**src/rtl/swm_pkg.sv**
```systemverilog
// shared constants, types and codes for the two-dimensional sliding window minimum unit
// no dependencies; every other rtl file but swm_ram imports this package

package swm_pkg;

   // sizing of the block
   localparam int PIXEL_BITS        = 32;
   localparam int MAX_IMAGE_WIDTH   = 1024;
   localparam int MAX_IMAGE_HEIGHT  = 4096;
   localparam int MAX_WINDOW_HEIGHT = 32;
   localparam int MAX_WINDOW_WIDTH  = 32;

   // register field widths
   localparam int IMAGE_WIDTH_BITS  = 11;
   localparam int IMAGE_HEIGHT_BITS = 13;
   localparam int WINDOW_BITS       = 6;
   localparam int CSR_INDEX_BITS    = 3;
   localparam int CSR_DATA_BITS     = 13;

   // stream data width, pixel padded to whole bytes
   localparam int TDATA_BITS = ((PIXEL_BITS + 7) / 8) * 8;

   // position counters
   localparam int COL_BITS = (MAX_IMAGE_WIDTH > 1) ? $clog2(MAX_IMAGE_WIDTH) : 1;
   localparam int ROW_BITS = (MAX_IMAGE_HEIGHT > 1) ? $clog2(MAX_IMAGE_HEIGHT) : 1;

   // line buffers of horizontal minima, one per earlier row the window can reach
   localparam int LINE_COUNT = (MAX_WINDOW_HEIGHT > 1) ? MAX_WINDOW_HEIGHT - 1 : 1;
   localparam int SLOT_BITS  = (LINE_COUNT > 1) ? $clog2(LINE_COUNT) : 1;
   localparam int AGE_BITS   = $clog2(LINE_COUNT + 1);

   // both minimum trees share one shape
   localparam int TREE_SPAN   = (MAX_WINDOW_WIDTH > MAX_WINDOW_HEIGHT) ?
                                MAX_WINDOW_WIDTH : MAX_WINDOW_HEIGHT;
   localparam int TREE_LEVELS = (TREE_SPAN > 1) ? $clog2(TREE_SPAN) : 1;
   localparam int TREE_LEAVES = 1 << TREE_LEVELS;

   // pipeline stage numbers, stage 0 is loaded when a request is taken
   localparam int WRITE_STAGE = TREE_LEVELS;
   localparam int VLEAF_STAGE = TREE_LEVELS + 1;
   localparam int LAST_STAGE  = 2 * TREE_LEVELS + 1;
   localparam int PIPE_STAGES = LAST_STAGE + 1;

   // result queue, deep enough to cover every request in flight
   localparam int QUEUE_DEPTH = 1 << $clog2(PIPE_STAGES + 4);
   localparam int QPTR_BITS   = $clog2(QUEUE_DEPTH);
   localparam int OCC_BITS    = $clog2(QUEUE_DEPTH + 1);

   typedef logic signed [PIXEL_BITS-1:0] pixel_type;

   localparam pixel_type PIX_MAX = {1'b0, {(PIXEL_BITS - 1){1'b1}}};

   typedef enum logic [CSR_INDEX_BITS-1:0] {
      CSR_IMAGE_WIDTH,
      CSR_IMAGE_HEIGHT,
      CSR_WINDOW_HEIGHT,
      CSR_WINDOW_WIDTH
   } csr_index_type;

   // sizes as held, already forced into their legal ranges
   typedef struct packed {
      logic [IMAGE_WIDTH_BITS-1:0]  image_width;
      logic [IMAGE_HEIGHT_BITS-1:0] image_height;
      logic [WINDOW_BITS-1:0]       window_height;
      logic [WINDOW_BITS-1:0]       window_width;
   } cfg_type;

   // per-request control that travels down the pipeline
   typedef struct packed {
      logic                  do_hmin;
      logic                  emit;
      logic                  row_end;
      logic                  frame_end;
      logic [COL_BITS-1:0]   col;
      logic [SLOT_BITS-1:0]  slot;
      logic [LINE_COUNT-1:0] line_use;
   } meta_type;

   typedef struct packed {
      logic      frame_end;
      logic      row_end;
      pixel_type window_min;
   } rsp_item_type;

endpackage

```
**src/rtl/swm_min_tree.sv**
```systemverilog
// pipelined signed minimum tree, one compare level per register stage
// depends on swm_pkg for the leaf count and pixel type

module swm_min_tree
   import swm_pkg::*;
(
   input  logic      clock,
   input  pixel_type leaf [TREE_LEAVES],
   output pixel_type tree_min
);

   // heap layout: nodes 1 .. leaves-1 are registers, the rest are the leaves
   pixel_type node_ff [1:TREE_LEAVES-1];
   pixel_type heap    [1:2*TREE_LEAVES-1];

   always_comb begin
      for (int k = 1; k < 2 * TREE_LEAVES; k++) begin
         if (k < TREE_LEAVES) begin
            heap[k] = node_ff[k];
         end else begin
            heap[k] = leaf[k - TREE_LEAVES];
         end
      end
   end

   always_ff @(posedge clock) begin
      for (int k = 1; k < TREE_LEAVES; k++) begin
         node_ff[k] <= (heap[2*k+1] < heap[2*k]) ? heap[2*k+1] : heap[2*k];
      end
   end

   assign tree_min = node_ff[1];

endmodule

```
**config.mk**
```make
export PLATFORM = sky130hd
export DESIGN_NAME = swm_min_tree
export DESIGN_NICKNAME = d
export VERILOG_FILES = /design/src/rtl/swm_pkg.sv /design/src/rtl/swm_min_tree.sv
export SDC_FILE = /design/constraint.sdc
export NUM_CORES = 2
export LEC_CHECK = 0
export ABC_AREA = 1
export ABC_CLOCK_PERIOD_IN_PS = 3950
export BUFFER_PORTS_ARGS = -buffer_cell sky130_fd_sc_hd__buf_4
export CORE_AREA = 2 2 417 419
export CTS_BUF_LIST = sky130_fd_sc_hd__clkbuf_4
export DETAILED_ROUTE_END_ITERATION = 16
export DIE_AREA = 0 0 419 421
export SLEW_MARGIN = 20
export SYNTH_ARGS = -nofsm -noshare
export SYNTH_HDL_FRONTEND = slang
export SYNTH_SLANG_ARGS = --single-unit
```
**constraint.sdc**
```tcl
create_clock -name clock -period 3.95 [get_ports clock]
set_input_delay 0.79 -clock clock [delete_from_list [all_inputs] [get_ports clock]]
set_output_delay 0.79 -clock clock [all_outputs]
set_load 0.01 [all_outputs]
```
==> results.py <==
metrics = {
    "clock_network": {
        "insertion_delay_ps": 1270,
        "cts_tree": "yes",
        "cts.clk_slew.worst_paths_ps": 70,
        "cts_sinks": 992,
        "htree_num_levels": 5,
        "cts_root_buf": "clkbuf_4",
        "numCtsBuffers": 298,
        "cts_max_path_buffers": 4,
    },
    "global_route": {
        "antenna_found_initial": 38,
        "grt_pass1_wl_um": 359000,
        "grt_overflow": 0,
        "grt_max_degree": 33,
        "grt.total_usage_pct": 25.8,
        "grt_pass1_vias": 65900,
    },
    "route": {
        "drc": 0,
        "dr.pass1.iters": 7,
        "ant_nets": 0,
        "wl_um": 233000,
        "vias": 65600,
        "drt_iter0_markers": 4475,
        "vias_per_cell": 4.97,
        "post_drt_wl_per_cell_um": 17.7,
    },
    "logic_synthesis": {
        "synthSimpleGateAreaFrac_pct": 31.6,
        "ys_types": 28,
        "yosysTopAreaCellShare_pct": 32.6,
        "syn_area_um2": 60900,
        "synth-compound-area-share_pct": 5.36,
        "ys.flop_type": "dfxtp_1",
        "synth_top_family_by_area": "simple AND/OR/NAND/NOR gates",
        "synthMuxAreaShare_pct": 0,
        "synth_xor_area_share_pct": 0,
        "async_flop_share_pct": 0,
        "synthTopCellsByCount": "nand3_1, nand2_1, inv_1",
        "yosys.area.top_type": "dfxtp_1",
        "synth_fa_ha_area_share_pct": 19.7,
        "yosysSeqAreaShare_pct": 32.6,
        "synth_cells": 8559,
        "synthTopCellsByArea": "dfxtp_1, ha_1, nand3_1",
        "synth-edff-count": 0,
        "ys_warn_count": 0,
        "synthesis.nets": 10500,
        "yosys.cell_count.top_type": "nand3_1",
        "ys_seq_elements": 992,
        "syn_avg_cell_area_um2": 7.11,
    },
    "critical_path": {
        "cp_slowest_stage_delay_ps": 600,
        "path_cells": "dlygate4sd3_1 > buf_4 > ha_1 > a21oi_1 > nor2_1 > nor3_1 > nand2_1 > nand2_1 > nand2_1 > nand2_1 > nand3_1 > buf_4 > nand3_1 > nand2_1 > dlygate4sd3_1",
        "path_max_fanout": 18,
        "worstPathRequired_ps": 5020,
        "worstSetupEndpointType": "flip-flop",
        "crit_path_top_delay_cell": "dlygate4sd3_1",
        "crit_type": "input pin to flip-flop",
        "arrival_ps": 4320,
        "start_kind": "input pin",
        "crit_path_frequent_cell": "nand2_1",
    },
    "timing": {
        "worstMarginPinSlew_ps": 1130,
        "fin_tns_setup_ps": 0,
        "fin_crit_ps": 3240,
        "setup_viol": 0,
        "relSlewSlack_pct": 24.7,
        "grt_setup_unrepaired": "no",
        "fmax_mhz": 308,
        "final.setup_skew_ps": 112,
        "period_share_pct": 82.1,
        "slew_violations": 0,
        "hold_viol": 0,
    },
    "power": {
        "p_sw_share_pct": 45.0,
        "p_per_area_nw_per_um2": 606,
        "p_sw_mw": 23.0,
        "power.share.sequential_pct": 33.1,
        "p_leak_nw": 46.6,
        "ir_worst_vdd_uv": 462,
        "cellInternalPower_mw": 28.1,
        "pwr-share-clk_pct": 18.4,
        "power_frac_comb_pct": 48.5,
    },
    "cells_and_area": {
        "largest_reg_flops": 992,
        "largestRegisters": "node_ff x992",
        "num-fill-cells": 16900,
        "top_register": "node_ff",
        "fin_area_um2": 84400,
        "drive_gt1_share_pct": 14.7,
        "final_nets": 12600,
        "fin_util_pct": 48.9,
        "area_growth_pct": 38.5,
    },
    "placement": {
        "io_buffers": 1056,
        "hpwl_um": 183000,
        "dpl_cell_area_um2": 70600,
        "routabilityCongestion": 0.942,
    },
    "floorplan": {
        "dieArea_um2": 176000,
        "placementRows": 153,
        "coreArea_um2": 172000,
        "die_h_um": 421,
        "io_pins": 1057,
        "die_x_um": 419,
        "initial_core_util_pct": 35.3,
    },
    "hold_path": {
        "hold_class": "input pin to flip-flop",
    },
    "flow_run": {
        "max_cap_violations": 0,
    },
    "outcome": {
        "outcome": "finished, final reports clean",
    },
}
## worst max-delay path, delay by kind of cell
family          cells  cell delay, ps
buf+inv             4            1730
simple gates        9            1330
compound gates      1             150
fa+ha+maj           1             300
## kinds of logic (layout without fill, tap and decap cells)
logic type      count (synthesis)  count (layout)
compound gates                635             635
fa+ha+maj                     961             961
buf+inv                      1609            3898
flops                         992             992
other cells                     0              34
simple gates                 4362            4362
## area by class of cell
| cell class | instances | area [µm²] | share of cell area, % |
|---|---|---|---|
| sequential | 992 | 19900 | 23.5 |
| multi-input combinational | 5958 | 34600 | 41.0 |
| inverter | 1237 | 4640 | 5.50 |
| antenna | 34 | 85.1 | 0.101 |
| timing repair buffer | 2176 | 18900 | 22.4 |
| clock inverter | 101 | 509 | 0.604 |
| tap | 2325 | 2910 | 3.45 |
| clock buffer | 384 | 2880 | 3.42 |
## path summary, 6_finish.rpt
path,start,to,slack [ps],cells past startpoint
worst max register to register,node_ff[0][133],node_ff[0][93],1060,13
worst max-delay path,leaf[389],node_ff[0][805],710,15
worst min-delay path,leaf[13],node_ff[0][1005],290,4
worst min register to register,node_ff[0][127],node_ff[0][63],430,2
## what timing repair did
action | in CTS | in global routing
resized for setup | 0 | 0
hold buffers | 1025 | 0
hold endpoints to repair | 512 | 0
setup buffers | 0 | 0
## routing by layer
| metal | up-vias | global-route usage, % | part of all wire [%] |
|---|---|---|---|
| met2 | 2136 | 43.6 | 47 |
| met5 | - | 0 | 0.016 |
| li1 | 32500 | - | - |
| met4 | 6 | 14.7 | 5.9 |
| met3 | 519 | 4.29 | 5.5 |
| met1 | 30500 | 30.8 | 41 |
## placed cells by master, fill, tap and decap left out
cell type and n:
nand2_1 1920, o21a_1 21, nand2_2 16, bufinv_16 4
and3_1 1, ha_1 961, diode_2 34, nand4_1 42
nand3_1 2071, nor4_2 1, nand3_2 4, buf_12 1
dlygate4sd3_1 1025, nor3_1 55, a31oi_1 7, buf_4 1150
nor2_2 2, nor2_1 243, clkbuf_4 384, clkinv_2 20
inv_2 12, inv_1 1236, nand3b_1 2, dfxtp_1 992
o211ai_1 11, a21oi_1 454, nor4_1 1, clkinv_1 66
o21ai_0 142, nor3_2 2, nor3b_2 2
## power by group through the flow
stage	Combinational (mW)	Clock, mW	Sequential, mW
final	24.8	9.39	16.9
after global routing	28.1	10.3	17.2
after CTS	24.8	9.74	16.9
after detailed placement	23.0	0	17.1
after global placement	22.4	0	17.1
after floorplan	15.8	0	15.4
## metrics by stage
| stage | total power, mW | setup slack, ps | cells | hold slack (ps) |
|---|---|---|---|---|
| final | 51.1 | 707 | 13200 | 293 |
| after global routing | 55.6 | 721 | 13200 | 166 |
| after detailed placement | 40.0 | 644 | 11700 | 459 |
| after CTS | 51.4 | 929 | 13200 | 81.4 |
| after global placement | 39.5 | 695 | 11700 | 455 |
| after floorplan | 31.2 | 1640 | 8559 | 435 |
Power figures use the tool's default switching activity.
