===== config.mk =====
export PLATFORM = sky130hd
export DESIGN_NAME = swm_position
export DESIGN_NICKNAME = d
export VERILOG_FILES = /design/src/rtl/swm_pkg.sv /design/src/rtl/swm_position.sv
export SDC_FILE = /design/constraint.sdc
export NUM_CORES = 1
export LEC_CHECK = 0
export ABC_AREA = 1
export BUFFER_PORTS_ARGS = -buffer_cell sky130_fd_sc_hd__buf_2
export CAP_MARGIN = 20
export CORE_MARGIN = 2
export CORE_UTILIZATION = 30
export DETAILED_ROUTE_END_ITERATION = 7
export PLACE_DENSITY = 0.51
export SYNTH_ARGS = -nofsm -noshare
export SYNTH_HDL_FRONTEND = slang
export SYNTH_SLANG_ARGS = --single-unit

===== constraint.sdc =====
create_clock -name clock -period 3.99 [get_ports clock]
set_clock_uncertainty 0.1 [all_clocks]
set_input_delay 0.5985 -clock clock [delete_from_list [all_inputs] [get_ports clock]]
set_output_delay 0.5985 -clock clock [all_outputs]
set_load 0.05 [all_outputs]

===== src/rtl/swm_pkg.sv =====
// shared constants, types and codes for the two-dimensional sliding window minimum unit
// no dependencies; every other rtl file but swm_ram imports this package

package swm_pkg;

   // sizing of the block
   localparam int PIXEL_BITS        = 32;
   localparam int MAX_IMAGE_WIDTH   = 1024;
   localparam int MAX_IMAGE_HEIGHT  = 4096;
   localparam int MAX_WINDOW_HEIGHT = 32;
   localparam int MAX_WINDOW_WIDTH  = 32;

   // register field widths
   localparam int IMAGE_WIDTH_BITS  = 11;
   localparam int IMAGE_HEIGHT_BITS = 13;
   localparam int WINDOW_BITS       = 6;
   localparam int CSR_INDEX_BITS    = 3;
   localparam int CSR_DATA_BITS     = 13;

   // stream data width, pixel padded to whole bytes
   localparam int TDATA_BITS = ((PIXEL_BITS + 7) / 8) * 8;

   // position counters
   localparam int COL_BITS = (MAX_IMAGE_WIDTH > 1) ? $clog2(MAX_IMAGE_WIDTH) : 1;
   localparam int ROW_BITS = (MAX_IMAGE_HEIGHT > 1) ? $clog2(MAX_IMAGE_HEIGHT) : 1;

   // line buffers of horizontal minima, one per earlier row the window can reach
   localparam int LINE_COUNT = (MAX_WINDOW_HEIGHT > 1) ? MAX_WINDOW_HEIGHT - 1 : 1;
   localparam int SLOT_BITS  = (LINE_COUNT > 1) ? $clog2(LINE_COUNT) : 1;
   localparam int AGE_BITS   = $clog2(LINE_COUNT + 1);

   // both minimum trees share one shape
   localparam int TREE_SPAN   = (MAX_WINDOW_WIDTH > MAX_WINDOW_HEIGHT) ?
                                MAX_WINDOW_WIDTH : MAX_WINDOW_HEIGHT;
   localparam int TREE_LEVELS = (TREE_SPAN > 1) ? $clog2(TREE_SPAN) : 1;
   localparam int TREE_LEAVES = 1 << TREE_LEVELS;

   // pipeline stage numbers, stage 0 is loaded when a request is taken
   localparam int WRITE_STAGE = TREE_LEVELS;
   localparam int VLEAF_STAGE = TREE_LEVELS + 1;
   localparam int LAST_STAGE  = 2 * TREE_LEVELS + 1;
   localparam int PIPE_STAGES = LAST_STAGE + 1;

   // result queue, deep enough to cover every request in flight
   localparam int QUEUE_DEPTH = 1 << $clog2(PIPE_STAGES + 4);
   localparam int QPTR_BITS   = $clog2(QUEUE_DEPTH);
   localparam int OCC_BITS    = $clog2(QUEUE_DEPTH + 1);

   typedef logic signed [PIXEL_BITS-1:0] pixel_type;

   localparam pixel_type PIX_MAX = {1'b0, {(PIXEL_BITS - 1){1'b1}}};

   typedef enum logic [CSR_INDEX_BITS-1:0] {
      CSR_IMAGE_WIDTH,
      CSR_IMAGE_HEIGHT,
      CSR_WINDOW_HEIGHT,
      CSR_WINDOW_WIDTH
   } csr_index_type;

   // sizes as held, already forced into their legal ranges
   typedef struct packed {
      logic [IMAGE_WIDTH_BITS-1:0]  image_width;
      logic [IMAGE_HEIGHT_BITS-1:0] image_height;
      logic [WINDOW_BITS-1:0]       window_height;
      logic [WINDOW_BITS-1:0]       window_width;
   } cfg_type;

   // per-request control that travels down the pipeline
   typedef struct packed {
      logic                  do_hmin;
      logic                  emit;
      logic                  row_end;
      logic                  frame_end;
      logic [COL_BITS-1:0]   col;
      logic [SLOT_BITS-1:0]  slot;
      logic [LINE_COUNT-1:0] line_use;
   } meta_type;

   typedef struct packed {
      logic      frame_end;
      logic      row_end;
      pixel_type window_min;
   } rsp_item_type;

endpackage


===== src/rtl/swm_position.sv =====
// size registers, raster position counters and per-request window flags
// depends on swm_pkg for the register codes, sizes and structs

module swm_position
   import swm_pkg::*;
(
   input  logic                      clock,
   input  logic                      reset,
   input  logic                      accept,
   input  logic                      csr_we,
   input  logic [CSR_INDEX_BITS-1:0] csr_index,
   input  logic [CSR_DATA_BITS-1:0]  csr_wdata,
   output cfg_type                   cfg,
   output meta_type                  meta
);

   cfg_type              cfg_ff, cfg_in;
   logic [COL_BITS-1:0]  col_ff, col_in;
   logic [ROW_BITS-1:0]  row_ff, row_in;
   logic [SLOT_BITS-1:0] slot_ff, slot_in;
   logic                 last_col, last_row, restart;

   function automatic logic [IMAGE_WIDTH_BITS-1:0] clamp_width(
      input logic [IMAGE_WIDTH_BITS-1:0] v);
      if (v == '0) return IMAGE_WIDTH_BITS'(1);
      else if (int'(v) > MAX_IMAGE_WIDTH) return IMAGE_WIDTH_BITS'(MAX_IMAGE_WIDTH);
      else return v;
   endfunction

   function automatic logic [IMAGE_HEIGHT_BITS-1:0] clamp_height(
      input logic [IMAGE_HEIGHT_BITS-1:0] v);
      if (v == '0) return IMAGE_HEIGHT_BITS'(1);
      else if (int'(v) > MAX_IMAGE_HEIGHT) return IMAGE_HEIGHT_BITS'(MAX_IMAGE_HEIGHT);
      else return v;
   endfunction

   function automatic logic [WINDOW_BITS-1:0] clamp_window(
      input logic [WINDOW_BITS-1:0] v, input int hi);
      if (v == '0) return WINDOW_BITS'(1);
      else if (int'(v) > hi) return WINDOW_BITS'(hi);
      else return v;
   endfunction

   assign last_col = (IMAGE_WIDTH_BITS'(col_ff) == cfg_ff.image_width - 1'b1);
   assign last_row = (IMAGE_HEIGHT_BITS'(row_ff) == cfg_ff.image_height - 1'b1);

   always_comb begin
      cfg_in  = cfg_ff;
      col_in  = col_ff;
      row_in  = row_ff;
      slot_in = slot_ff;
      restart = 1'b0;
      if (csr_we) begin
         unique case (csr_index_type'(csr_index))
            CSR_IMAGE_WIDTH: begin
               cfg_in.image_width = clamp_width(csr_wdata[IMAGE_WIDTH_BITS-1:0]);
               restart = 1'b1;
            end
            CSR_IMAGE_HEIGHT: begin
               cfg_in.image_height = clamp_height(csr_wdata[IMAGE_HEIGHT_BITS-1:0]);
               restart = 1'b1;
            end
            CSR_WINDOW_HEIGHT: begin
               cfg_in.window_height = clamp_window(csr_wdata[WINDOW_BITS-1:0],
                                                   MAX_WINDOW_HEIGHT);
               restart = 1'b1;
            end
            CSR_WINDOW_WIDTH: begin
               cfg_in.window_width = clamp_window(csr_wdata[WINDOW_BITS-1:0],
                                                  MAX_WINDOW_WIDTH);
               restart = 1'b1;
            end
            default: ;
         endcase
         // any size write starts a fresh frame
         if (restart) begin
            col_in  = '0;
            row_in  = '0;
            slot_in = '0;
         end
      end else if (accept) begin
         if (last_col) begin
            col_in = '0;
            if (last_row) begin
               row_in  = '0;
               slot_in = '0;
            end else begin
               row_in  = row_ff + 1'b1;
               slot_in = (int'(slot_ff) == LINE_COUNT - 1) ? '0 : slot_ff + 1'b1;
            end
         end else begin
            col_in = col_ff + 1'b1;
         end
      end
   end

   always_ff @(posedge clock) begin
      if (reset) begin
         cfg_ff.image_width   <= IMAGE_WIDTH_BITS'(1024);
         cfg_ff.image_height  <= IMAGE_HEIGHT_BITS'(1024);
         cfg_ff.window_height <= WINDOW_BITS'(3);
         cfg_ff.window_width  <= WINDOW_BITS'(3);
         col_ff               <= '0;
         row_ff               <= '0;
         slot_ff              <= '0;
      end else begin
         cfg_ff  <= cfg_in;
         col_ff  <= col_in;
         row_ff  <= row_in;
         slot_ff <= slot_in;
      end
   end

   // flags for the pixel now at the input
   always_comb begin
      logic [AGE_BITS-1:0] age;
      meta.do_hmin   = (IMAGE_WIDTH_BITS'(col_ff) + 1'b1)
                       >= IMAGE_WIDTH_BITS'(cfg_ff.window_width);
      meta.emit      = meta.do_hmin && ((IMAGE_HEIGHT_BITS'(row_ff) + 1'b1)
                       >= IMAGE_HEIGHT_BITS'(cfg_ff.window_height));
      meta.row_end   = last_col;
      meta.frame_end = last_col && last_row;
      meta.col       = col_ff;
      meta.slot      = slot_ff;
      // a line holds the row that many rows back; its own slot is the oldest
      for (int j = 0; j < LINE_COUNT; j++) begin
         if (int'(slot_ff) > j) begin
            age = AGE_BITS'(slot_ff) - AGE_BITS'(j);
         end else begin
            age = AGE_BITS'(slot_ff) + AGE_BITS'(LINE_COUNT) - AGE_BITS'(j);
         end
         meta.line_use[j] = int'(age) < int'(cfg_ff.window_height);
      end
   end

   assign cfg = cfg_ff;

   a_col_in_row: assert property (@(posedge clock) disable iff (reset)
      IMAGE_WIDTH_BITS'(col_ff) < cfg_ff.image_width)
      else $error("column counter beyond image width");

   a_row_in_frame: assert property (@(posedge clock) disable iff (reset)
      IMAGE_HEIGHT_BITS'(row_ff) < cfg_ff.image_height)
      else $error("row counter beyond image height");

   a_slot_range: assert property (@(posedge clock) disable iff (reset)
      int'(slot_ff) < LINE_COUNT)
      else $error("line slot beyond line count");

endmodule


==> results.tsv <==
stage	metric	value	unit
timing	rsz0062_at_grt	true	
timing	tightest_slew	938.1	ps
grt	grt_overflow	0	
setup_path	start_kind	flop	
synth	async_flop_share	0	%
setup_path	worst_r2r_startpoint	cfg[25]$_SDFFE_PP0P_	
final_layout	final_common_cell	nand2_1	
grt	grt_pass1_vias	10499	
clocking	root_buffer	clkbuf_16	
placed_design	placement.cell_area	11620	µm²
timing	holdWs	382.9	ps
setup_path	crit_type	reg2out	
power_and_ir_drop	powerDensity	352.9	nW/µm²
clocking	clock_latency	340	ps
detailed_routing	routedWlPerCell	15.86	µm
power_and_ir_drop	ir_drop	193.8	µV
synth	syn_area	9864	µm²
timing	setup_violations	0	
clocking	cts-hold-fix-buffers	0	
placed_design	gp_congestion	0.8910	
final_layout	final_util	38.03	%
hold_path	worstHoldStart	cfg[9]$_SDFFE_PP0P_	
placed_design	pre_cts_ws	135.9	ps
synth	syn_area_per_cell	5.953	µm²
floorplan	ios	106	
clocking	clkSlewWorstSetupHoldPaths	60	ps
grt	track_usage	20.58	%
detailed_routing	drcViolationCount	0	
detailed_routing	drt_iter0_drc	673	
detailed_routing	routed_wl	35610	µm
detailed_routing	ant_nets	0	
power_and_ir_drop	leakagePower	0.005973	µW
final_layout	fin_nets	1982	
clocking	h-tree-depth	3	
final_layout	final_cell_mix	386 x nand2_1, 200 x nor2_1, 197 x inv_1	
timing	max_freq	0.2564	GHz
synth	synthDistinctLibCells	48	
final_layout	antenna_cells	0	
hold_path	hp-class	reg2reg	
final_layout	finish.instance_area	12340	µm²
clocking	cts_buffers	9	
synth	synth_edf_count	0	
detailed_routing	vias	11223	
synth	yosysWarningCount	0	
clocking	cts_tree	built	
clocking	clock_sinks	63	
final_layout	area_growth	25.11	%
outcome	outcome	complete, no violations	
timing	fin_crit	3900	ps
synth	synth_nets	1839	
timing	maxSlewHeadroom	37.39	%
clocking	clk_path_buf_depth	2	
final_layout	drive_above_1_share	16.85	%
setup_path	cp.arrival	3200	ps
synth	ys_ff_latch	63	
power_and_ir_drop	finalPower	4356	µW
timing	period_share	97.75	%
placed_design	dp_hpwl	27170	µm
setup_path	startpoint	slot_ff[2]$_SDFFE_PP0P_	
grt	grt_max_degree	40	
floorplan	initial_utilization	30.40	%
floorplan	die_x	185.3	µm
placed_design	portBuffers	105	
setup_path	endpoint_kind	primary output	
timing	slew_violations	0	
floorplan	core-area	32450	µm²
grt	antenna_found_initial	0	
detailed_routing	firstDrtPassIters	5	
timing	fin_ws	89.64	ps
synth	synth_cells	1657	
floorplan	die_y	185.3	µm
timing	hold_violations	0	
synth	synth_ff_type	dfxtp_1	
setup_path	ff2ff_setup_slack	1530	ps
detailed_routing	via_per_inst	4.997	
floorplan	die_area	34350	µm²
setup_path	worst-endpoint-required	3290	ps
setup_path	crit_path_max_fanout	6	
grt	grt_pass1_wl	56040	µm
job	max-cap-violations	0	
synth	ys_seq_area_share	12.79	%
floorplan	rows	66	
-- state kept, by name (all words and copies together), names as in the netlist --
name and cells:
row_ff 12, cfg 36, col_ff 10, slot_ff 5
-- critical path, stage by stage (launching register included) --
cell and delay [ps]:
dfxtp_2 370, inv_4 70, buf_4 150, ha_1 220, nand2_2 80, inv_1 50, nor2_2 120, o21bai_4 220
xor2_4 260, buf_6 140, o21ai_1 80, nand2_1 60, o21ai_0 90, ha_1 320, inv_1 70, nor2_1 50
nand3_1 120, a21oi_2 50, a211oi_4 170, buf_6 180
-- final timing paths --
kind	endpoint	cells past startpoint
setup / recovery	meta[19]	19
hold / removal	cfg[9]$_SDFFE_PP0P_	2
setup reg to reg	slot_ff[0]$_SDFFE_PP0P_	15
hold reg to reg	cfg[9]$_SDFFE_PP0P_	2
-- cells by family after synthesis --
logic type | after synthesis | share of synthesized area, %
adders and majority gates | 162 | 20.55
xor gates and xnor gates | 49 | 4.541
and+or+nand+nor | 735 | 30.02
AOI/OAI and AO/OA | 387 | 21.74
buffers and inverters | 261 | 10.36
DFF | 63 | 12.79
-- cell usage after synthesis, types with 2 or more instances --
cell,number,share of area [%]
nand3b_1,5,0.38
nor3_1,26,1.3
a211oi_1,11,0.84
buf_4,3,0.23
a21boi_0,3,0.23
o31ai_1,6,0.46
nand2_1,390,15
a31oi_1,6,0.38
o21ai_1,13,0.66
xnor2_1,15,1.3
o21a_1,4,0.30
a21oi_1,117,5.9
clkbuf_1,32,1.2
buf_2,12,0.61
o211ai_1,2,0.15
buf_1,3,0.11
nand4_1,11,0.70
clkinv_1,5,0.19
nand3_1,74,3.8
nor2_1,220,8.4
a22oi_1,3,0.23
inv_2,2,0.076
ha_1,162,21
o21bai_1,2,0.15
inv_1,201,7.6
o21ai_0,188,9.5
buf_6,2,0.23
xor2_1,33,2.9
a21o_1,10,0.76
or2_2,2,0.13
dfxtp_1,63,13
a221oi_1,12,1.1
a41oi_1,4,0.36
-- through the flow --
stage	std cells	setup TNS, ps
after floorplan	1657	0
after global placement	2221	0
after detailed placement	2221	0
after CTS	2239	0
after global routing	2246	-952.6
final	2246	0
-- metal layers --
metal | global-route usage [%] | part of all wire (%) | up-vias
met5 | 0 | 0 | -
met4 | 5.397 | 1.7 | 0
met3 | 1.829 | 4.1 | 40
met2 | 37.39 | 49 | 261
met1 | 25.86 | 45 | 5153
li1 | - | - | 5769
-- repair_timing --
item | CTS | global route
pin swaps | 1 | 5
buffers inserted | 3 | 7
gates resized for setup | 44 | 83
endpoints found under the setup margin | 26 | 29
-- area by class of cell --
cell class	count	area (µm²)
fill	3558	20110
inverter	208	794.5
sequential	63	1274
clock buffer	14	254.0
tap	442	553.0
timing repair buffer	185	1321
clock inverter	1	5.005
multi-input combinational	1333	8140
-- power by group --
group          leakage, µW  internal, µW  total (µW)  switching [µW]
Clock             0.000127           434         723             289
Sequential        0.000514           647         668            21.3
Combinational      0.00533          1100        2960            1860
Power figures use the tool's default switching activity.
