===== config.mk =====
export PLATFORM = sky130hd
export DESIGN_NAME = swm_out_queue
export DESIGN_NICKNAME = d
export VERILOG_FILES = /design/src/rtl/swm_pkg.sv /design/src/rtl/swm_out_queue.sv
export SDC_FILE = /design/constraint.sdc
export NUM_CORES = 1
export LEC_CHECK = 0
export ABC_AREA = 1
export BUFFER_PORTS_ARGS = -buffer_cell sky130_fd_sc_hd__buf_4
export CAP_MARGIN = 30
export CORE_AREA = 2 2 231 233
export DETAILED_ROUTE_END_ITERATION = 10
export DIE_AREA = 0 0 233 235
export PLACE_DENSITY = 0.75
export SLEW_MARGIN = 25
export SYNTH_ARGS = -nofsm -noshare
export SYNTH_HDL_FRONTEND = slang
export SYNTH_SLANG_ARGS = --single-unit

===== constraint.sdc =====
create_clock -name clock -period 3.49 [get_ports clock]
set_input_delay 0.1745 -clock clock [delete_from_list [all_inputs] [get_ports clock]]
set_output_delay 0.1745 -clock clock [all_outputs]
set_load 0.02 [all_outputs]

===== src/rtl/swm_pkg.sv =====
// shared constants, types and codes for the two-dimensional sliding window minimum unit
// no dependencies; every other rtl file but swm_ram imports this package

package swm_pkg;

   // sizing of the block
   localparam int PIXEL_BITS        = 32;
   localparam int MAX_IMAGE_WIDTH   = 1024;
   localparam int MAX_IMAGE_HEIGHT  = 4096;
   localparam int MAX_WINDOW_HEIGHT = 32;
   localparam int MAX_WINDOW_WIDTH  = 32;

   // register field widths
   localparam int IMAGE_WIDTH_BITS  = 11;
   localparam int IMAGE_HEIGHT_BITS = 13;
   localparam int WINDOW_BITS       = 6;
   localparam int CSR_INDEX_BITS    = 3;
   localparam int CSR_DATA_BITS     = 13;

   // stream data width, pixel padded to whole bytes
   localparam int TDATA_BITS = ((PIXEL_BITS + 7) / 8) * 8;

   // position counters
   localparam int COL_BITS = (MAX_IMAGE_WIDTH > 1) ? $clog2(MAX_IMAGE_WIDTH) : 1;
   localparam int ROW_BITS = (MAX_IMAGE_HEIGHT > 1) ? $clog2(MAX_IMAGE_HEIGHT) : 1;

   // line buffers of horizontal minima, one per earlier row the window can reach
   localparam int LINE_COUNT = (MAX_WINDOW_HEIGHT > 1) ? MAX_WINDOW_HEIGHT - 1 : 1;
   localparam int SLOT_BITS  = (LINE_COUNT > 1) ? $clog2(LINE_COUNT) : 1;
   localparam int AGE_BITS   = $clog2(LINE_COUNT + 1);

   // both minimum trees share one shape
   localparam int TREE_SPAN   = (MAX_WINDOW_WIDTH > MAX_WINDOW_HEIGHT) ?
                                MAX_WINDOW_WIDTH : MAX_WINDOW_HEIGHT;
   localparam int TREE_LEVELS = (TREE_SPAN > 1) ? $clog2(TREE_SPAN) : 1;
   localparam int TREE_LEAVES = 1 << TREE_LEVELS;

   // pipeline stage numbers, stage 0 is loaded when a request is taken
   localparam int WRITE_STAGE = TREE_LEVELS;
   localparam int VLEAF_STAGE = TREE_LEVELS + 1;
   localparam int LAST_STAGE  = 2 * TREE_LEVELS + 1;
   localparam int PIPE_STAGES = LAST_STAGE + 1;

   // result queue, deep enough to cover every request in flight
   localparam int QUEUE_DEPTH = 1 << $clog2(PIPE_STAGES + 4);
   localparam int QPTR_BITS   = $clog2(QUEUE_DEPTH);
   localparam int OCC_BITS    = $clog2(QUEUE_DEPTH + 1);

   typedef logic signed [PIXEL_BITS-1:0] pixel_type;

   localparam pixel_type PIX_MAX = {1'b0, {(PIXEL_BITS - 1){1'b1}}};

   typedef enum logic [CSR_INDEX_BITS-1:0] {
      CSR_IMAGE_WIDTH,
      CSR_IMAGE_HEIGHT,
      CSR_WINDOW_HEIGHT,
      CSR_WINDOW_WIDTH
   } csr_index_type;

   // sizes as held, already forced into their legal ranges
   typedef struct packed {
      logic [IMAGE_WIDTH_BITS-1:0]  image_width;
      logic [IMAGE_HEIGHT_BITS-1:0] image_height;
      logic [WINDOW_BITS-1:0]       window_height;
      logic [WINDOW_BITS-1:0]       window_width;
   } cfg_type;

   // per-request control that travels down the pipeline
   typedef struct packed {
      logic                  do_hmin;
      logic                  emit;
      logic                  row_end;
      logic                  frame_end;
      logic [COL_BITS-1:0]   col;
      logic [SLOT_BITS-1:0]  slot;
      logic [LINE_COUNT-1:0] line_use;
   } meta_type;

   typedef struct packed {
      logic      frame_end;
      logic      row_end;
      pixel_type window_min;
   } rsp_item_type;

endpackage


===== src/rtl/swm_out_queue.sv =====
// result queue with request credits, so the input keeps flowing while results wait
// depends on swm_pkg for the queue depth and result struct

module swm_out_queue
   import swm_pkg::*;
(
   input  logic         clock,
   input  logic         reset,
   input  logic         accept,
   input  logic         drop,
   input  logic         push,
   input  rsp_item_type push_item,
   output logic         req_ready,
   output logic         rsp_tvalid,
   input  logic         rsp_tready,
   output rsp_item_type rsp_item
);

   rsp_item_type         entry_ff [QUEUE_DEPTH];
   logic [QPTR_BITS-1:0] wr_ptr_ff, wr_ptr_in;
   logic [QPTR_BITS-1:0] rd_ptr_ff, rd_ptr_in;
   logic [OCC_BITS-1:0]  count_ff, count_in;
   logic [OCC_BITS-1:0]  occ_ff, occ_in;
   logic                 pop;

   assign pop        = rsp_tvalid && rsp_tready;
   assign rsp_tvalid = (count_ff != '0);
   assign rsp_item   = entry_ff[rd_ptr_ff];
   // every request in flight owns one slot until it leaves without a result or is taken
   assign req_ready  = (int'(occ_ff) < QUEUE_DEPTH);

   always_comb begin
      wr_ptr_in = push ? wr_ptr_ff + 1'b1 : wr_ptr_ff;
      rd_ptr_in = pop ? rd_ptr_ff + 1'b1 : rd_ptr_ff;
      count_in  = count_ff + OCC_BITS'(push) - OCC_BITS'(pop);
      occ_in    = occ_ff + OCC_BITS'(accept) - OCC_BITS'(drop) - OCC_BITS'(pop);
   end

   always_ff @(posedge clock) begin
      if (reset) begin
         wr_ptr_ff <= '0;
         rd_ptr_ff <= '0;
         count_ff  <= '0;
         occ_ff    <= '0;
      end else begin
         wr_ptr_ff <= wr_ptr_in;
         rd_ptr_ff <= rd_ptr_in;
         count_ff  <= count_in;
         occ_ff    <= occ_in;
      end
   end

   always_ff @(posedge clock) begin
      if (push) begin
         entry_ff[wr_ptr_ff] <= push_item;
      end
   end

   a_occ_bound: assert property (@(posedge clock) disable iff (reset)
      int'(occ_ff) <= QUEUE_DEPTH)
      else $error("request credits overrun");

   a_count_covered: assert property (@(posedge clock) disable iff (reset)
      count_ff <= occ_ff)
      else $error("more results held than requests in flight");

   a_no_overflow: assert property (@(posedge clock) disable iff (reset)
      push |-> (int'(count_ff) < QUEUE_DEPTH) || pop)
      else $error("result pushed into a full queue");

endmodule


==> results of run 1 <==
==> routing by layer <==
metal / global-route usage [%] / up-vias / wire length (um)
met4: 7.37 / 2 / 1760
met2: 35.3 / 711 / 27800
met3: 3.68 / 152 / 4860
li1: - / 7761 / -
met1: 27.3 / 7884 / 22500
met5: 0 / - / 11
==> state kept, by name, indices dropped and copies added, names as in the netlist, named ones only <==
register	cells
count_ff	5
entry_ff	544
occ_ff	5
rd_ptr_ff	4
wr_ptr_ff	4
==> layout make-up <==
type,instances,area (um^2)
fillers,4237,24300
flip-flops and latches,566,16800
multi-input cells,1230,5490
inverters,443,1670
clock buffers,67,1490
repair buffers,152,1380
well taps,688,861
clock inverters,38,210
==> where the power goes <==
group	leakage, nW	total [mW]	internal [mW]	switching, mW
Combinational	5.94	3.71	1.23	2.48
Clock	0.826	5.58	3.09	2.49
Sequential	5.10	7.69	7.59	0.106
==> worst reg2reg max path, stage by stage (launching register included) <==
cell and delay, ps:
dfxtp_1 330, inv_1 60, ha_1 190, inv_1 50, nor2_1 50, a21boi_1 420
ha_1 340, inv_1 60, ha_1 150, inv_1 60, fa_1 400, inv_1 60
nand2_1 70, nand2_1 70, a21oi_1 70, nand2_1 70, nand2_1 50, nor2_1 110
==> cell families (layout without fill, tap and decap cells) <==
group | Yosys count | after routing | share of synthesized area (%)
compound gates | 14 | 14 | 0.308
xor+xnor | 5 | 5 | 0.180
fa+ha+maj | 19 | 19 | 1.07
buf+inv | 556 | 700 | 9.10
flops | 566 | 566 | 68.9
simple gates | 1192 | 1192 | 20.5
==> cell usage after synthesis, types with 3 or more instances <==
cell / count / area [um^2]
a21oi_1: 9 / 45.0
buf_1: 16 / 60.1
buf_2: 67 / 335
buf_4: 10 / 75.1
clkbuf_1: 19 / 71.3
dfxtp_1: 22 / 440
edfxtp_1: 544 / 16300
fa_1: 3 / 60.1
ha_1: 16 / 200
inv_1: 439 / 1650
inv_2: 3 / 11.3
nand2_1: 740 / 2780
nand3_1: 410 / 2050
nor2_1: 40 / 150
o21ai_0: 3 / 15.0
xor2_1: 4 / 35.0
==> per-stage QoR <==
stage	setup WS [ps]	power [mW]	area [um^2]	util (%)
final	390	17.0	27900	53.4
after global routing	197	17.7	27900	53.4
after CTS	389	17.1	27900	53.4
after detailed placement	882	11.5	25800	49.4
after global placement	1010	11.4	25800	49.4
after floorplan	934	10.3	24400	-
==> worst paths after layout <==
check                             from                     end  slack, ps
min                             accept    occ_ff[0]$_SDFF_PP0_         90
max                          flip-flop            rsp_item[27]        390
max reg2reg     count_ff[2]$_SDFF_PP0_  count_ff[4]$_SDFF_PP0_        810
min reg2reg  rd_ptr_ff[1]$_SDFFE_PP0P_               flip-flop        530
==> timing repair <==
item / in CTS / in global routing
endpoints found under the hold margin: 559 / 0
buffers inserted: 0 / 0
hold buffers: 37 / 0
==> results.cfg, run 1 <==
[logic_synthesis]
yosysUniqueCellTypes = 23
yosysSeqAreaShare_pct = 68.9
synth-seq-cells = 566
syn_inst = 2352
syn_nets = 2411
synthArstFlopShare_pct = 0
synth-warning-count = 0
synthesis.area_um2 = 24400
postSynthAreaPerCell_um2 = 10.4
synth_edf_count = 544
synth_ff_type = edfxtp_1

[power]
ir_drop_v = 0.000447
p_leak_nw = 11.9
p_per_area_nw_per_um2 = 609

[worst_hold_path]
hold_depth = 5
hold_path_class = primary input to flip-flop

[timing]
setup_tns_ps = 0
final_hold_viol_count = 0
min_period_over_period_pct = 88.8
relSlewSlack_pct = 42.5
tightestPinTransition_ps = 863
finalSetupViolCount = 0
drv_slew = 0
fin_skew_ps = 18.6
rsz0062_at_grt = no
fmax_ghz = 0.323
layout_min_cycle_time_ps = 3100
holdWs_ps = 87.5

[die]
ios = 76
initial_core_util_pct = 46.6
die_area_um2 = 54800
core_area_um2 = 52200
std_cell_rows = 84
die_h_um = 235
die_w_um = 233

[setup_path]
crit_slowest_cell = inv_8
cp_max_fo = 128
crit_buf_inv = 3
critPathRequiredTime_ps = 3320
start_kind = flip-flop
end_kind = output port
slowest_delay_ps = 590
worst-r2r-cell-count = 17
crit_cells = 9
worstPathCellList = inv_8 > buf_4 > nand2_1 > nand2_1 > nand2_1 > nand3_1 > nand3_1 > nand2_1 > buf_4
crit_family = buffers and inverters
worstSetupPathType = flip-flop to output port
crit_arrival_ps = 2930
cpMostUsedCell = nand2_1

[global_route]
grt_pass1_vias = 16472
grt_max_degree = 137
overflow = 0
grt_antenna_before_repair = 1
grt_usage_pct = 21.0
grt_pass1_wl_mm = 89.0

[clocking]
root_buffer = clkbuf_16
htree_num_levels = 2
cts_resized = 0
clk_pin_slew_worst_paths_ps = 60
cts_buffer_depth = 3
numCtsBuffers = 56
cts.sinks = 566
clock_latency_ps = 610
cts_tree = done

[final_layout]
drive_above_1_share_pct = 8.45
layout_common_cells = 740 x nand2_1, 544 x edfxtp_1, 439 x inv_1, 410 x nand3_1, 103 x buf_4
layout.cells.most_common = nand2_1
insertedDiodeCount = 0
final_cells = 3184
layout.nets = 2508
synthToLayoutAreaGrowth_pct = 14.5

[place]
place_inst = 3042
place_congestion = 0.776
dp_hpwl_mm = 30.4
port_buffers = 75

[run_status]
outcome = complete, no violations

[drt]
routedWlPerCell_um = 17.9
routed_wl_mm = 56.9
drc = 0
first_pass_iters = 7
drt_iter0_markers = 1682
ant_nets = 0
viasPerCell = 5.19
vias = 16510

[run]
maxCapViolations = 0
Power figures use the tool's default switching activity.
==> inputs of run 2 (changes only) <==
- CORE_AREA: 2 2 231 233 -> 2 2 210 212
- DIE_AREA: 0 0 233 235 -> 0 0 212 214
- PLACE_DENSITY: 0.75 -> unset
- PLACE_DENSITY_LB_ADDON: unset -> 0.25
==> run 2 against run 1 <==
Sequential power hardly changed. Combinational power is 1% lower. Register-to-register slack better by 80 ps. Clock-buffer cell count is 9 higher. First-iteration DRC count is 8.0% higher. Sequential share of layout area is 0.37 points higher. Critical path depth stayed put. Maximum frequency is 8.6% higher. Flip-flop and latch count stayed put. Clock power is 1% lower. Worst setup slack better by 240 ps. Via count is 2.3% lower. Largest cell class unchanged.
==> results.cfg, run 2 (synthesis gave the netlist of run 1 again) <==
[setup_path]
start_kind = flip-flop
critPathRequiredTime_ps = 3320
worstSetupPathType = flip-flop to output port
cp_max_fo = 106
crit_arrival_ps = 2680
end_kind = output port

[final_layout]
reg_top3 = entry_ff (544), count_ff (5), occ_ff (5)
insertedDiodeCount = 0
final_cells = 3078
layout_common_cells = 740 x nand2_1, 544 x edfxtp_1, 439 x inv_1, 410 x nand3_1, 102 x buf_4
top_register = entry_ff
multiInputGateArea_um2 = 5490
largest_reg_flops = 544
synthToLayoutAreaGrowth_pct = 13.8
fillers = 3274
layout.cells.most_common = nand2_1
utilization_pct = 64.6
seq_area_um2 = 16800
layout.nets = 2506
drive_above_1_share_pct = 8.42
fin_area_um2 = 27700

[die]
die_h_um = 214
initial_core_util_pct = 56.8
core_area_um2 = 42900
std_cell_rows = 76
die_w_um = 212
die_area_um2 = 45400
ios = 76

[drt]
drc = 0
viasPerCell = 5.24
routedWlPerCell_um = 18.3
ant_nets = 0
first_pass_iters = 7
routed_wl_mm = 56.5
vias = 16123
drt_iter0_markers = 1816

[power]
finalPower_mw = 16.9
clock_power_share_pct = 32.6
p_per_area_nw_per_um2 = 609
combinationalPowerShare_pct = 21.7
p_leak_nw = 11.9
internal-power_mw = 11.9
p_switching_mw = 5.00
ir_drop_v = 0.000472
seqPwrFrac_pct = 45.7
p_sw_share_pct = 29.6

[global_route]
grt_pass1_vias = 15971
overflow = 0
grt_pass1_wl_mm = 88.1
grt_antenna_before_repair = 0
grt_max_degree = 183
grt_usage_pct = 25.4

[clocking]
cts_setup_buffers = 0
clk_pin_slew_worst_paths_ps = 60
cts_hold_buffers = 37
cts_buffer_depth = 3
cts_resized = 0
cts.sinks = 566
cts_tree = done
htree_num_levels = 2
root_buffer = clkbuf_16
numCtsBuffers = 56
clock_latency_ps = 610

[timing]
finalSetupViolCount = 0
drv_slew = 0
layout_setup_ws_ps = 635
rsz0062_at_grt = no
relSlewSlack_pct = 27.2
holdWs_ps = 78.8
layout_min_cycle_time_ps = 2850
fin_skew_ps = 15.6
setup_tns_ps = 0
final_hold_viol_count = 0
tightestPinTransition_ps = 1090
min_period_over_period_pct = 81.8
fmax_ghz = 0.350

[place]
place_inst = 2936
dp_hpwl_mm = 28.4
place_congestion = 0.761
placed_area_um2 = 25700
post-place-ws_ps = 916
port_buffers = 75

[worst_hold_path]
hold_path_class = primary input to flip-flop

[run]
maxCapViolations = 0

[run_status]
outcome = complete, no violations
==> run 2: changes by cell type in the layout (fill, tap and decap cells not counted), sizes merged <==
cell,delta
clkbuf,+9
inv,+3
bufinv,-1
buf,-2
clkinv,-11
clkinvlp,-1
==> run 2: area by class of cell <==
class	instances	area share, %
clock buffer	76	5.51
clock inverter	28	0.474
inverter	443	6.03
multi-input combinational	1230	19.8
sequential	566	60.6
tap	585	2.64
timing repair buffer	150	4.97
==> run 2: critical path, cell delays in order, from the launching register on <==
cell and delay, ps:
dfxtp_4 380, inv_8 470, buf_4 440, nand2_1 90, nand2_1 70, nand2_1 50, nand3_1 90, nand3_1 100
nand2_1 160, buf_4 160
==> run 2: metal layers <==
layer | share of wire (%) | vias to the layer above | GRT usage (%)
met5 | 0 | - | 0
met4 | 3.2 | 0 | 10.0
met3 | 7.2 | 127 | 3.77
met2 | 50 | 584 | 42.3
met1 | 40 | 7656 | 33.9
li1 | - | 7756 | -
==> run 2: final timing paths <==
check                       startpoint                endpoint  slack (ps)  cells after the start
max                          flip-flop            rsp_item[19]         640                      9
min                             accept    occ_ff[0]$_SDFF_PP0_          80                      5
max reg2reg     count_ff[2]$_SDFF_PP0_  count_ff[4]$_SDFF_PP0_         890                     17
min reg2reg  rd_ptr_ff[1]$_SDFFE_PP0P_               flip-flop         520                      2
==> run 2: power by group through the flow <==
stage               Combinational [mW]  Clock (mW)  Sequential (mW)
floorplan                         2.56           0             7.78
global placement                  3.52           0             7.86
detailed placement                3.60           0             7.86
CTS                               3.66        5.56             7.72
global route                      4.08        5.85             7.73
finish                            3.67        5.50             7.72
==> inputs of run 3 (changes only) <==
- ABC_AREA: 1 -> 0
- CORE_AREA: 2 2 210 212 -> 2 2 201 203
- DIE_AREA: 0 0 212 214 -> 0 0 203 205
- clock period: 3.49 -> 2.6 ns (I/O delays scaled with it)
==> run 3 against run 2 <==
Clock power increased by 38%. Clock skew fell by 5.3 ps. Non-clock buffer count up 43. Die area is 8.3% lower. Sequential share of layout area rose by 4.5 points. Worst hold slack better by 16 ps. Register-to-register slack got worse by 870 ps. Utilization grew 0.86 points. Clock-buffer cell count decreased by 4. Via count shrank 36%. Wire length is 21% lower.
==> results.cfg, run 3 <==
[timing]
relSlewSlack_pct = 59.8
tightestPinTransition_ps = 602
rsz0062_at_grt = yes
final_hold_viol_count = 0
fmax_ghz = 0.387
layout_setup_ws_ps = 17.6
layout_min_cycle_time_ps = 2580
min_period_over_period_pct = 99.3
setup_tns_ps = 0
drv_slew = 0
holdWs_ps = 94.8
finalSetupViolCount = 0
fin_skew_ps = 10.2

[drt]
vias = 10282
ant_nets = 0
wl_met2_mm = 22.2
routed_wl_mm = 44.6
top_layer_used = met4
wl_met1_mm = 18.7
viasPerCell = 5.94
routedWlPerCell_um = 25.8
wl_met3_mm = 2.94
first_pass_iters = 4
drt_iter0_markers = 885
drc = 0

[final_layout]
final_cells = 1730
fin_area_um2 = 25800
synthToLayoutAreaGrowth_pct = 19.9
top_register = entry_ff
insertedDiodeCount = 0
layout_common_cells = 544 x edfxtp_1, 136 x mux4_2, 123 x buf_4, 59 x a22oi_1, 58 x clkbuf_16
largest_reg_flops = 544
layout.nets = 1225
utilization_pct = 65.5
reg_top3 = entry_ff (544), count_ff (5), occ_ff (5)
drive_above_1_share_pct = 34.8
layout.cells.most_common = edfxtp_1

[clocking]
numCtsBuffers = 55
cts_tree = done
clock_latency_ps = 580
cts_buffer_depth = 3
htree_num_levels = 2
cts.sinks = 566
clk_pin_slew_worst_paths_ps = 60
root_buffer = clkbuf_16

[global_route]
grt_pass1_vias = 10809
overflow = 0
grt_pass1_wl_mm = 66.7
grt_usage_pct = 22.1
grt_max_degree = 40
grt_antenna_before_repair = 0

[power]
p_leak_nw = 8.38
combinationalPowerShare_pct = 21.9
seqPwrFrac_pct = 45.1
p_switching_mw = 5.57
p_per_area_nw_per_um2 = 889
finalPower_mw = 22.9
clock_power_share_pct = 33.0
ir_drop_v = 0.000588
internal-power_mw = 17.4
p_sw_share_pct = 24.3

[logic_synthesis]
synth-seq-cells = 566
yosysSeqAreaShare_pct = 78.0
synth_common_cells = 544 x edfxtp_1, 136 x mux4_2, 68 x a22oi_1
postSynthAreaPerCell_um2 = 22.3
synth-warning-count = 0
yosysMostFrequentCell = edfxtp_1
synth_ff_type = edfxtp_1
synth.top_cell.area_share_pct = 76.0
syn_nets = 1024
synthesis.area_um2 = 21500
syn_inst = 965
synth_area_leaders = edfxtp_1 76%, mux4_2 14%, a22oi_1 2.4%, dfxtp_1 2.0%, ha_1 0.93%
synth_edf_count = 544
synthArstFlopShare_pct = 0
yosysUniqueCellTypes = 28
yosysTopAreaCell = edfxtp_1

[die]
core_area_um2 = 39400
die_area_um2 = 41600
die_w_um = 203
die_h_um = 205
std_cell_rows = 73
ios = 76
initial_core_util_pct = 54.6

[place]
placed_area_um2 = 23200
place_congestion = 0.701
port_buffers = 75
dp_hpwl_mm = 23.9
place_inst = 1563
post-place-ws_ps = -56.1

[setup_path]
crit_arrival_ps = 3110
worstSetupPathType = flip-flop to flip-flop
critPathRequiredTime_ps = 3130
rrSetupSlack_ps = 20
start_kind = flip-flop
end_kind = flip-flop
cp_max_fo = 3

[run]
maxCapViolations = 0

[run_status]
outcome = complete, no violations

[worst_hold_path]
hold_path_class = primary input to flip-flop
[run 3: cell types whose count changed in the layout (fill, tap and decap cells not counted), moves of 7 or more]
cell	before	now
inv_1	439	14
buf_4	102	123
a22oi_1	0	59
mux4_2	0	136
nand2_1	740	37
nor2_4	16	1
a22oi_2	0	9
nor2_1	24	13
and2_2	0	17
clkinv_1	15	8
nand3_1	410	4
buf_12	8	23
[run 3: layout make-up]
cell class,count,area [um^2]
clock inverter,24,225
clock buffer,72,1480
tap,525,657
fill,2547,13600
multi-input combinational,331,4620
timing repair buffer,193,1950
sequential,566,16800
inverter,19,71.3
[run 3: kinds of logic after synthesis]
group / Yosys count / share of synthesized area, %
DFF: 566 / 78.0
adders and majority gates: 19 / 1.21
AOI/OAI and AO/OA: 75 / 2.57
buffers and inverters: 68 / 1.45
muxes: 137 / 14.3
and+or+nand+nor: 89 / 2.00
xor gates and xnor gates: 11 / 0.448
[run 3: layer usage]
| metal | track usage (%) | vias up |
|---|---|---|
| li1 | - | 4418 |
| met1 | 31.7 | 5475 |
| met2 | 36.0 | 326 |
| met3 | 4.25 | 63 |
| met4 | 5.14 | 0 |
| met5 | 0 | - |
[run 3: path summary, 6_finish.rpt]
| kind | startpoint | end | depth (start not counted) |
|---|---|---|---|
| min reg2reg | rd_ptr_ff[1]$_SDFFE_PP0P_ | flip-flop | 2 |
| max reg2reg | count_ff[3]$_SDFF_PP0_ | occ_ff[2]$_SDFF_PP0_ | 9 |
| min | accept | occ_ff[0]$_SDFF_PP0_ | 4 |
| max | count_ff[3]$_SDFF_PP0_ | occ_ff[2]$_SDFF_PP0_ | 9 |
[run 3: repair_timing]
| item | 4_1_cts | 5_1_grt |
|---|---|---|
| endpoints found under the setup margin | 25 | 25 |
| pin swaps | 6 | 10 |
| hold buffers | 37 | 0 |
| buffers inserted | 19 | 11 |
| gates cloned | 3 | 1 |
| resized for setup | 19 | 20 |
| hold endpoints to repair | 566 | 0 |
[run 3: power groups by stage]
stage	registers (mW)	logic, mW	clock network (mW)
2_1_floorplan	10.5	3.07	0
3_3_place_gp	10.5	4.21	0
3_5_place_dp	10.6	4.27	0
4_1_cts	10.3	4.78	7.73
5_1_grt	10.4	5.41	8.07
6_report	10.3	5.02	7.57
[run 3: worst max-delay path, cell delays in order (launching register included)]
cell and delay (ps):
dfxtp_2 320, inv_2 80, ha_4 120, or4b_4 470
nand2_4 100, fa_1 420, ha_2 210, ha_4 160
fa_2 510, nor2b_4 120
